`src/rtl/core/pnme_pkg.sv`:
```
// pnme_pkg: types, codes and sizes shared by the paxos node message engine
// no dependencies; used by pnme_ctrl, pnme_dp and the top level
package pnme_pkg;

  localparam int unsigned SLOT_COUNT   = 256;
  localparam int unsigned NODE_ID_BITS = 16;
  localparam int unsigned SLOT_W       = (SLOT_COUNT > 1) ? $clog2(SLOT_COUNT) : 1;
  localparam int unsigned CFG_IDX_W    = 8;
  localparam int unsigned CFG_DATA_W   = 16;
  localparam logic [63:0] NODE_MASK    = (64'd1 << NODE_ID_BITS) - 64'd1;

  typedef enum logic [2:0] {
    K_PROPOSE  = 3'd0,
    K_PREPARE  = 3'd1,
    K_PROMISE  = 3'd2,
    K_ACCEPT   = 3'd3,
    K_ACCEPTED = 3'd4,
    K_LEARN    = 3'd5,
    K_RELEASE  = 3'd6,
    K_UNUSED   = 3'd7
  } kind_e;

  typedef enum logic [2:0] {
    PH_NONE     = 3'd0,
    PH_PREPARE  = 3'd1,
    PH_PROMISE  = 3'd2,
    PH_ACCEPT   = 3'd3,
    PH_ACCEPTED = 3'd4,
    PH_LEARN    = 3'd5
  } phase_e;

  typedef enum logic [1:0] {
    STS_OK      = 2'd0,
    STS_IGNORED = 2'd1,
    STS_NO_SLOT = 2'd2
  } status_e;

  localparam logic [CFG_IDX_W-1:0] CFG_OWN_NODE_ID   = CFG_IDX_W'(0);
  localparam logic [CFG_IDX_W-1:0] CFG_QUORUM_NEEDED = CFG_IDX_W'(1);

  typedef enum logic [1:0] {
    S_IDLE = 2'd0,
    S_SCAN = 2'd1,
    S_EXEC = 2'd2
  } state_e;

  typedef struct packed {
    logic [63:0] proposal;
    logic [63:0] seq;
    logic [7:0]  promises;
    logic [7:0]  accepts;
  } slot_ent_t;

  typedef struct packed {
    logic [2:0]  kind;
    logic [63:0] msg_proposal_id;
    logic [63:0] msg_sequence;
  } in_item_t;

  typedef struct packed {
    logic [2:0]  reply_phase;
    logic [63:0] reply_proposal_id;
    logic [63:0] reply_sequence;
    logic [63:0] reply_accepted_id;
    logic [7:0]  slot_used;
    logic        persist_strobe;
    logic        apply_strobe;
    logic [1:0]  status;
  } out_item_t;

  typedef struct packed {
    logic take;
    logic scan_run;
    logic exec;
  } cmd_t;

  typedef struct packed {
    logic needs_scan;
    logic hit;
    logic miss;
    logic out_full;
  } stat_t;

  function automatic logic [7:0] sat_inc(input logic [7:0] v);
    sat_inc = (v == 8'hFF) ? 8'hFF : v + 8'd1;
  endfunction

endpackage

```
`src/rtl/core/pnme_ctrl.sv`:
```
// pnme_ctrl: sequencing state machine of the message engine
// depends on pnme_pkg; drives commands to pnme_dp
module pnme_ctrl (
  input  logic             clk_i,
  input  logic             rst_ni,
  input  logic             in_valid_i,
  output logic             in_ready_o,
  input  pnme_pkg::stat_t  stat_i,
  output pnme_pkg::cmd_t   cmd_o
);

  pnme_pkg::state_e state_q, state_d;

  always_ff @(posedge clk_i or negedge rst_ni) begin
    if (!rst_ni) begin
      state_q <= pnme_pkg::S_IDLE;
    end else begin
      state_q <= state_d;
    end
  end

  always_comb begin
    state_d    = state_q;
    cmd_o      = '0;
    in_ready_o = 1'b0;
    case (state_q)
      pnme_pkg::S_IDLE: begin
        in_ready_o = 1'b1;
        if (in_valid_i) begin
          cmd_o.take = 1'b1;
          state_d    = stat_i.needs_scan ? pnme_pkg::S_SCAN : pnme_pkg::S_EXEC;
        end
      end
      pnme_pkg::S_SCAN: begin
        cmd_o.scan_run = 1'b1;
        if (stat_i.hit || stat_i.miss) begin
          state_d = pnme_pkg::S_EXEC;
        end
      end
      pnme_pkg::S_EXEC: begin
        if (!stat_i.out_full) begin
          cmd_o.exec = 1'b1;
          state_d    = pnme_pkg::S_IDLE;
        end
      end
      default: begin
        state_d = pnme_pkg::S_IDLE;
      end
    endcase
  end

endmodule

```
`config.mk`:
```
export PLATFORM = sky130hd
export DESIGN_NAME = pnme_ctrl
export DESIGN_NICKNAME = d
export VERILOG_FILES = /design/src/rtl/core/pnme_pkg.sv /design/src/rtl/core/pnme_ctrl.sv
export SDC_FILE = /design/constraint.sdc
export NUM_CORES = 1
export LEC_CHECK = 0
export BUFFER_PORTS_ARGS = -buffer_cell sky130_fd_sc_hd__buf_2
export CORE_AREA = 3 3 40 42
export CTS_BUF_LIST = sky130_fd_sc_hd__clkbuf_4 sky130_fd_sc_hd__clkbuf_8
export DETAILED_ROUTE_END_ITERATION = 7
export DIE_AREA = 0 0 43 45
export PLACE_DENSITY = 0.38
export SETUP_SLACK_MARGIN = 0.05
export SLEW_MARGIN = 20
export SYNTH_ARGS = -nofsm -noshare
export SYNTH_HDL_FRONTEND = slang
export SYNTH_SLANG_ARGS = --single-unit
```
`constraint.sdc`:
```
create_clock -name clk_i -period 1.3 [get_ports clk_i]
set_clock_uncertainty 0.05 [all_clocks]
set_input_delay 0 -clock clk_i [delete_from_list [all_inputs] [get_ports clk_i]]
set_output_delay 0 -clock clk_i [all_outputs]
set_load 0.02 [all_outputs]
```
Yosys cells after proc, flatten, opt, wreduce, memory -nomap -nowiden
Index checks and enable logic that the tools add are counted.
W data, S select, Z words.
{"block": "classes", "eq_ne": 5, "muxes": 11, "n_reduce_logical": 3}
{"cell": "$mux W2", "count": 4}
{"cell": "$mux W1", "count": 6}
{"cell": "$ne A2 B2 Y1 const B", "count": 3}
{"cell": "$pmux W2 S3", "count": 1}
{"cell": "$reduce_and A3 Y1", "count": 1}
{"cell": "$eq A2 B1 Y1 const B", "count": 1}
{"cell": "$eq A2 B2 Y1 const B", "count": 1}
{"cell": "$logic_not A2 Y1", "count": 1}
{"cell": "$logic_or A1 B1 Y1", "count": 1}
{"block": "totals", "register_bits": 2, "in_bits": 7, "out_inout_bits": 4, "word_cells": 20}

Longest topological paths before layout
Gate-level depths: netlist of the first run.
{"block": "depth", "depth_word": 3, "ltp_mapped": 2, "mapped_depth_nobuf": 2}

Least setup slack after synthesis of the first run
OpenSTA, ideal clock, no wires.
{"block": "synth_path", "path_type": "flip-flop to output port", "start": "register state_q[1]", "end": "output port cmd_o[2] in the netlist's numbering", "arrival_ns": 1.023, "t_required_ns": 1.250, "path_slack_ns": 0.227, "stages_incl_launch_ff": 3, "path_buffers": 0, "cell_sequence": "dfrtp_1 -> nor2_1 -> and2_1"}
{"item": "start: declaration", "line_no": "pnme_ctrl.sv:12", "source": "pnme_pkg::state_e state_q, state_d;"}
{"item": "start signal: assignment", "line_no": "pnme_ctrl.sv:16", "source": "state_q <= pnme_pkg::S_IDLE;"}
{"item": "start signal: assignment", "line_no": "pnme_ctrl.sv:18", "source": "state_q <= state_d;"}
{"item": "end: declaration", "line_no": "pnme_ctrl.sv:9", "source": "output pnme_pkg::cmd_t cmd_o"}

==> flow_summary.json, run 1 <==
{
  "io_pins": 11,
  "synth-edff-count": 0,
  "utilization_pct": 17.9,
  "dp.cells": 38,
  "antenna_found_initial": 0,
  "cts_tree": "built",
  "fp.coreArea_um2": 1280,
  "diodes": 0,
  "synth.distinct_cells": 12,
  "die_w_um": 43,
  "routedWlPerCell_um": 9.21,
  "crit_path_cell_trace": "nor2_1 -> and2_1 -> buf_2",
  "track_usage_pct": 4.91,
  "critical_path_depth": 3,
  "fin_crit_sh_pct": 84.3,
  "grt_overflow": 0,
  "ys_seq_elements": 2,
  "final_cell_area_um2": 230,
  "synth_top_cell_by_area": "dfrtp_1",
  "h-tree-depth": 1,
  "regMostFlops": "state_q",
  "timing.max_cap.violations": 0,
  "clock-sinks": 2,
  "worstPathArrival_ns": 1.05,
  "status": "finished clean",
  "final-max-slew-violation-count": 0,
  "synth_warnings": 0,
  "hpwl_um": 307,
  "synth_seq_area_share_pct": 38.8,
  "syn-num-nets": 20,
  "r2r_setup_slack_ns": 0.27,
  "drc": 0,
  "synthFlopType": "dfrtp_1",
  "crit_type": "register to primary output",
  "initial_core_util_pct": 10.0,
  "firstDrtPassIters": 1,
  "cts_buffer_depth": 2,
  "whs_path_depth": 3,
  "finalWirelength_um": 387,
  "synth_area_per_cell_um2": 9.91,
  "cp_num_buf_inv": 1,
  "grt_pass1_wl_um": 600,
  "gp_congestion": 0.758,
  "crit_fanout": 6,
  "cts-buffers-inserted": 3,
  "max_stage_delay_ns": 0.41,
  "end_kind": "primary output",
  "maxSlewHeadroom_pct": 82.3,
  "yosysTopAreaCellShare_pct": 38.8,
  "rsz0062_at_grt": "false",
  "startpoint_type": "register",
  "largest_reg_flops": 2,
  "instances_no_fill": 42,
  "die-area_um2": 1940,
  "tightestPinTransition_ns": 0.261,
  "cp_top_family": "flip-flops",
  "final_cell_mix": "buf_2 (10), clkbuf_4 (3), dfrtp_1 (2)",
  "hold_violations": 0,
  "grt_max_degree": 8,
  "placed_area_um2": 198,
  "critPathSlowestCell": "dfrtp_1",
  "cts_root_buf": "clkbuf_4",
  "die_y_um": 45,
  "final_common_cell": "buf_2",
  "clk_pin_slew_worst_paths_ns": 0.03,
  "portBuffers": 10,
  "first_iter_violations": 0,
  "yosys.cell_count.top_type": "dfrtp_1",
  "worstRegToRegCells": 2,
  "finalSetupViolCount": 0,
  "areaGrowthSynthToFinish_pct": 78.6,
  "reg_top3": "state_q: 2 flops",
  "required_ns": 1.25,
  "p_leak_nw": 0.117,
  "rows": 13,
  "nets": 36,
  "power_density_nw_per_um2": 1580,
  "clock_latency_ns": 0.23,
  "fmax_mhz": 913,
  "vias": 152,
  "synth_top_cells_by_area": "dfrtp_1 (39%), and3b_2 (7.8%), a211o_1 (6.8%), nor4b_1 (6.8%), or3b_1 (6.8%)",
  "syn_inst": 13,
  "tns_ns": 0,
  "drive_gt1_share_pct": 55.6,
  "synthArstFlopShare_pct": 100,
  "period_needed_ns": 1.10,
  "ant_nets": 0,
  "grt_pass1_vias": 152,
  "hold_path.class": "primary input to register",
  "finalPower_w": 0.000365,
  "via_per_inst": 3.62,
  "synth_area_um2": 129,
  "peakVddDrop_uv": 306
}
## kinds of logic after synthesis
group	Yosys count	synth area share, %
AO/OA/AOI/OAI	2	10.7
AND/OR/NAND/NOR	9	50.5
flip-flops	2	38.8
## path summary, 6_finish.rpt
check,from,endpoint
hold / removal,stat_i[1],state_q[0]
setup reg to reg,state_q[1],state_q[1]
max in group asynchronous,rst_ni,state_q[0]
setup / recovery,state_q[1],cmd_o[2]
min in group asynchronous,rst_ni,state_q[1]
hold reg to reg,state_q[1],state_q[0]
## what timing repair did
| action | 4_1_cts | 5_1_grt |
|---|---|---|
| buffers inserted | 0 | 0 |
| endpoints found under the hold margin | 2 | 0 |
| resized for setup | 0 | 0 |
| hold buffers | 1 | 0 |
## through the flow
stage / setup WS (ns) / hold WS (ns)
after floorplan: 0.227 / -0.346
after global placement: 0.263 / -0.263
after detailed placement: 0.274 / -0.263
after CTS: 0.168 / 0.00180
after global routing: 0.136 / 0.00845
final: 0.204 / 0.000951
## final cells by class
class / instances / area, µm²
multi-input combinational: 11 / 78.8
timing repair buffer: 11 / 60.1
tap: 15 / 18.8
fill: 144 / 1050
clock buffer: 3 / 22.5
sequential: 2 / 50.0
## power breakdown
group          switching, W  total [W]  internal, W  leakage, nW
Clock             0.0000375   0.000139     0.000102       0.0138
Sequential        0.0000200  0.0000976    0.0000775       0.0258
Combinational     0.0000686   0.000127    0.0000589       0.0773
Total              0.000126   0.000365     0.000238        0.117
## metal layers
metal  vias up  GRT usage [%]  wire, µm  part of all wire (%)
li1         77              -         -                     -
met1        60           4.58       161                    42
met2        13           5.69       138                    36
met3         2           3.59        70                    18
met4         0           7.23        16                   4.1
met5         -              0         0                     0
## worst min-delay path, delay by kind of cell
kind | cells | cell delay, ns
simple gates | 1 | 0.09
buf+inv | 1 | 0.08
compound gates | 1 | 0.05
Note: power is estimated with default switching activity, not from simulation.
==> inputs of run 2 (changes only) <==
Settings changed: PLACE_DENSITY 0.38 to 0.39.
Clock period 1.3 ns to 0.9 ns, I/O delays scaled along.
==> flow_summary.json, run 2 (synthesized netlist as in run 1, its figures left out) <==
{
  "crit_type": "register to primary output",
  "maxSlewHeadroom_pct": 83.8,
  "routedWlPerCell_um": 9.32,
  "rsz0062_at_grt": "true",
  "areaGrowthSynthToFinish_pct": 150,
  "period_needed_ns": 1.14,
  "die_y_um": 45,
  "hpwl_um": 329,
  "hold_path.class": "primary input to register",
  "diodes": 0,
  "fp.coreArea_um2": 1280,
  "finalWirelength_um": 438,
  "grt_pass1_wl_um": 724,
  "grt_pass1_vias": 188,
  "final-max-slew-violation-count": 0,
  "clock-sinks": 2,
  "drive_gt1_share_pct": 78.1,
  "hold_violations": 0,
  "reg_top3": "state_q: 2 flops",
  "cts_root_buf": "clkbuf_4",
  "dp.cells": 41,
  "clock_latency_ns": 0.22,
  "initial_core_util_pct": 10.0,
  "regMostFlops": "state_q",
  "final_common_cell": "buf_2",
  "ant_nets": 0,
  "met3_usage_pct": 1.59,
  "fmax_mhz": 879,
  "timing.max_cap.violations": 0,
  "firstDrtPassIters": 1,
  "crit_fanout": 2,
  "rows": 13,
  "grt_max_degree": 6,
  "die_w_um": 43,
  "io_pins": 11,
  "peakVddDrop_uv": 463,
  "track_usage_pct": 5.41,
  "portBuffers": 10,
  "cts_tree": "built",
  "critPathSlowestCell": "dfrtp_1",
  "cp_num_buf_inv": 2,
  "via_per_inst": 3.74,
  "finalSetupViolCount": 6,
  "met1_usage_pct": 5.78,
  "grt_overflow": 0,
  "die-area_um2": 1940,
  "tightestPinTransition_ns": 0.240,
  "busiest_layer": "met2",
  "cts_buffer_depth": 2,
  "clk_pin_slew_worst_paths_ns": 0.03,
  "fin_crit_sh_pct": 126,
  "p_leak_nw": 0.157,
  "antenna_found_initial": 0,
  "power_density_nw_per_um2": 2270,
  "cp_top_family": "flip-flops",
  "layout_setup_ws_ns": -0.238,
  "crit_path_frequent_cell": "buf_6",
  "largest_reg_flops": 2,
  "vias": 176,
  "gp_congestion": 0.731,
  "end_kind": "primary output",
  "nets": 41,
  "status": "finished with violations",
  "place_worst_setup_slack_ns": -0.128,
  "h-tree-depth": 1,
  "required_ns": 0.85,
  "violations": "setup timing",
  "startpoint_type": "register",
  "final_cell_mix": "buf_2 (6), buf_6 (5), buf_4 (4)",
  "instances_no_fill": 47,
  "drc": 0,
  "first_iter_violations": 0,
  "max_stage_delay_ns": 0.39,
  "worstPathArrival_ns": 1.09,
  "nFillCells": 160,
  "grt_use_met2_pct": 7.49,
  "utilization_pct": 25.1,
  "cts-buffers-inserted": 3,
  "crit_path_cell_trace": "buf_6 -> nor2_4 -> and2_4 -> buf_6",
  "timing.hold.ws_ns": 0.00496
}
run 2: metrics by stage:
step / setup TNS, ns / instance area, µm² / power [W]
CTS: -1.20 / 309 / 0.000700
finish: -1.24 / 323 / 0.000733
global route: -1.53 / 323 / 0.000772
global placement: -0.271 / 235 / 0.000401
floorplan: -0.314 / 144 / 0.000283
detailed placement: -0.344 / 235 / 0.000408
run 2: final cells by class:
type | instances | area (µm²) | share of cell area [%]
timing repair buffer | 16 | 126 | 39.1
multi-input combinational | 11 | 105 | 32.6
sequential | 2 | 50.0 | 15.5
clock buffer | 3 | 22.5 | 6.98
tap | 15 | 18.8 | 5.81
run 2: worst reg2reg max path: stages, from the launching register on:
cell,delay [ns]
dfrtp_1,0.37
buf_4,0.14
or3b_1,0.36
a21oi_2,0.13
run 2: where the power goes:
part           total [W]  internal, W  leakage, nW  switching (W)
clock network   0.000194     0.000147       0.0138      0.0000476
logic           0.000403     0.000239        0.117       0.000164
registers       0.000135     0.000112       0.0258      0.0000229
run 2: layer usage:
metal / routed length [µm] / share of wire (%)
met5: 0 / 0
met4: 0 / 0
met3: 55 / 13
met2: 208 / 47
met1: 174 / 40
run 2: repair_timing:
| item | 4_1_cts | 5_1_grt |
|---|---|---|
| endpoints found under the setup margin | 6 | 6 |
| resized for setup | 10 | 2 |
| hold buffers | 1 | 0 |
| pin swaps | 2 | 0 |
| hold endpoints to repair | 3 | 0 |
| setup buffers | 1 | 1 |
run 2: path summary, 6_finish.rpt:
check	startpoint	end	slack, ns	depth (start not counted)
worst max-delay path	state_q[0]	cmd_o[2]	-0.24	4
worst min-delay path	stat_i[2]	state_q[0]	0.005	3
worst max register to register	state_q[0]	state_q[0]	-0.22	3
worst min register to register	state_q[1]	state_q[0]	0.56	2
max in group asynchronous	rst_ni	state_q[1]	0.66	2
min in group asynchronous	rst_ni	state_q[0]	0.04	2
==> inputs of run 3 (changes only) <==
Settings changed: BUFFER_PORTS_ARGS -buffer_cell sky130_fd_sc_hd__buf_2 to default, DONT_BUFFER_PORTS from default to 1, PLACE_DENSITY 0.39 to 0.31.
==> flow_summary.json, run 3 (synthesized netlist as in run 1, its figures left out) <==
{
  "cts-buffers-inserted": 3,
  "timing.max_cap.violations": 0,
  "initial_core_util_pct": 10.0,
  "largest_reg_flops": 2,
  "violations": "hold timing, setup timing",
  "crit_path_frequent_cell": "buf_6",
  "startpoint_type": "register",
  "firstDrtPassIters": 4,
  "die-area_um2": 1940,
  "final-max-slew-violation-count": 0,
  "via_per_inst": 3.82,
  "cp_num_buf_inv": 2,
  "maxSlewHeadroom_pct": 86.6,
  "final_cell_mix": "buf_6 (7), dlygate4sd3_1 (4), clkbuf_4 (3)",
  "fp.coreArea_um2": 1280,
  "antenna_found_initial": 0,
  "hold_path.class": "primary input to register",
  "period_needed_ns": 1.13,
  "drive_gt1_share_pct": 69.0,
  "status": "finished with violations",
  "cts_root_buf": "clkbuf_4",
  "crit_path_cell_trace": "buf_6 -> nor3b_4 -> buf_6",
  "required_ns": 0.85,
  "routedWlPerCell_um": 10.3,
  "finalWirelength_um": 455,
  "clock-sinks": 2,
  "io_pins": 11,
  "cp_top_family": "flip-flops",
  "crit_type": "register to primary output",
  "finalSetupViolCount": 6,
  "layout_setup_ws_ns": -0.231,
  "power_density_nw_per_um2": 2170,
  "portBuffers": 0,
  "grt_overflow": 0,
  "nets": 38,
  "ant_nets": 0,
  "critPathSlowestCell": "dfrtp_1",
  "hpwl_um": 304,
  "regMostFlops": "state_q",
  "vias": 168,
  "first_iter_violations": 2,
  "placed_area_um2": 208,
  "nFillCells": 138,
  "final_cell_area_um2": 343,
  "rows": 13,
  "peakVddDrop_uv": 684,
  "h-tree-depth": 1,
  "max_stage_delay_ns": 0.41,
  "clock_latency_ns": 0.22,
  "reg_top3": "state_q: 2 flops",
  "worstPathArrival_ns": 1.08,
  "diodes": 0,
  "tns_ns": -1.18,
  "gp_congestion": 0.691,
  "grt_pass1_vias": 199,
  "cts_buffer_depth": 2,
  "crit_fanout": 3,
  "final_common_cell": "buf_6",
  "cts_tree": "built",
  "areaGrowthSynthToFinish_pct": 166,
  "fin_crit_sh_pct": 126,
  "grt_pass1_wl_um": 807,
  "tightestPinTransition_ns": 0.201,
  "hold_buffers": 4,
  "timing.hold.ws_ns": -0.0923,
  "fmax_mhz": 884,
  "clk_pin_slew_worst_paths_ns": 0.03,
  "hold_violations": 2,
  "end_kind": "primary output",
  "grt_max_degree": 5,
  "track_usage_pct": 6.07,
  "rsz0062_at_grt": "true",
  "die_y_um": 45,
  "drc": 0,
  "die_w_um": 43,
  "p_leak_nw": 0.151
}
run 3: path summary, 6_finish.rpt:
check                            from         end  slack, ns  depth (start not counted)
setup / recovery           state_q[0]    cmd_o[0]      -0.23                          3
min in group asynchronous      rst_ni  state_q[0]       0.48                          2
max in group asynchronous      rst_ni  state_q[1]       0.19                          2
setup reg to reg           state_q[0]  state_q[0]      -0.22                          3
hold reg to reg            state_q[1]  state_q[0]       0.51                          2
hold / removal              stat_i[2]  state_q[0]      -0.09                          2
run 3: what timing repair did:
item	in CTS	in global routing
pin swaps	2	1
hold endpoints to repair	4	2
setup buffers	3	0
gates resized for setup	6	7
setup endpoints to repair	6	6
run 3: power breakdown:
| group | leakage, nW | switching [W] | total [W] | internal, W |
|---|---|---|---|---|
| Clock | 0.0138 | 0.0000533 | 0.000201 | 0.000147 |
| Combinational | 0.111 | 0.000166 | 0.000414 | 0.000248 |
| Sequential | 0.0258 | 0.0000189 | 0.000131 | 0.000112 |
| Total | 0.151 | 0.000238 | 0.000745 | 0.000507 |
run 3: per-stage QoR:
| stage | instances | total power [W] | util (%) | worst slack, ns |
|---|---|---|---|---|
| 6_report | 44 | 0.000745 | 26.7 | -0.231 |
| 4_1_cts | 44 | 0.000699 | 24.1 | -0.225 |
| 3_5_place_dp | 34 | 0.000389 | 16.2 | -0.114 |
| 2_1_floorplan | 13 | 0.000283 | - | -0.113 |
| 3_3_place_gp | 34 | 0.000388 | 16.2 | -0.143 |
| 5_1_grt | 44 | 0.000802 | 26.7 | -0.306 |
run 3: area by class of cell:
cell class                      instances  area, µm²  share of cell area [%]
Tap cell                               15       18.8                    5.47
Clock buffer                            3       22.5                    6.57
Timing Repair Buffer                   13        134                    39.1
Multi-Input combinational cell         11        118                    34.3
Sequential cell                         2       50.0                    14.6
run 3: layer usage:
layer,GRT usage [%],up-vias,wire length (µm)
met5,0,-,0
met4,7.23,0,15
met3,2.79,2,86
met2,7.19,13,169
met1,7.21,72,184
li1,-,81,-
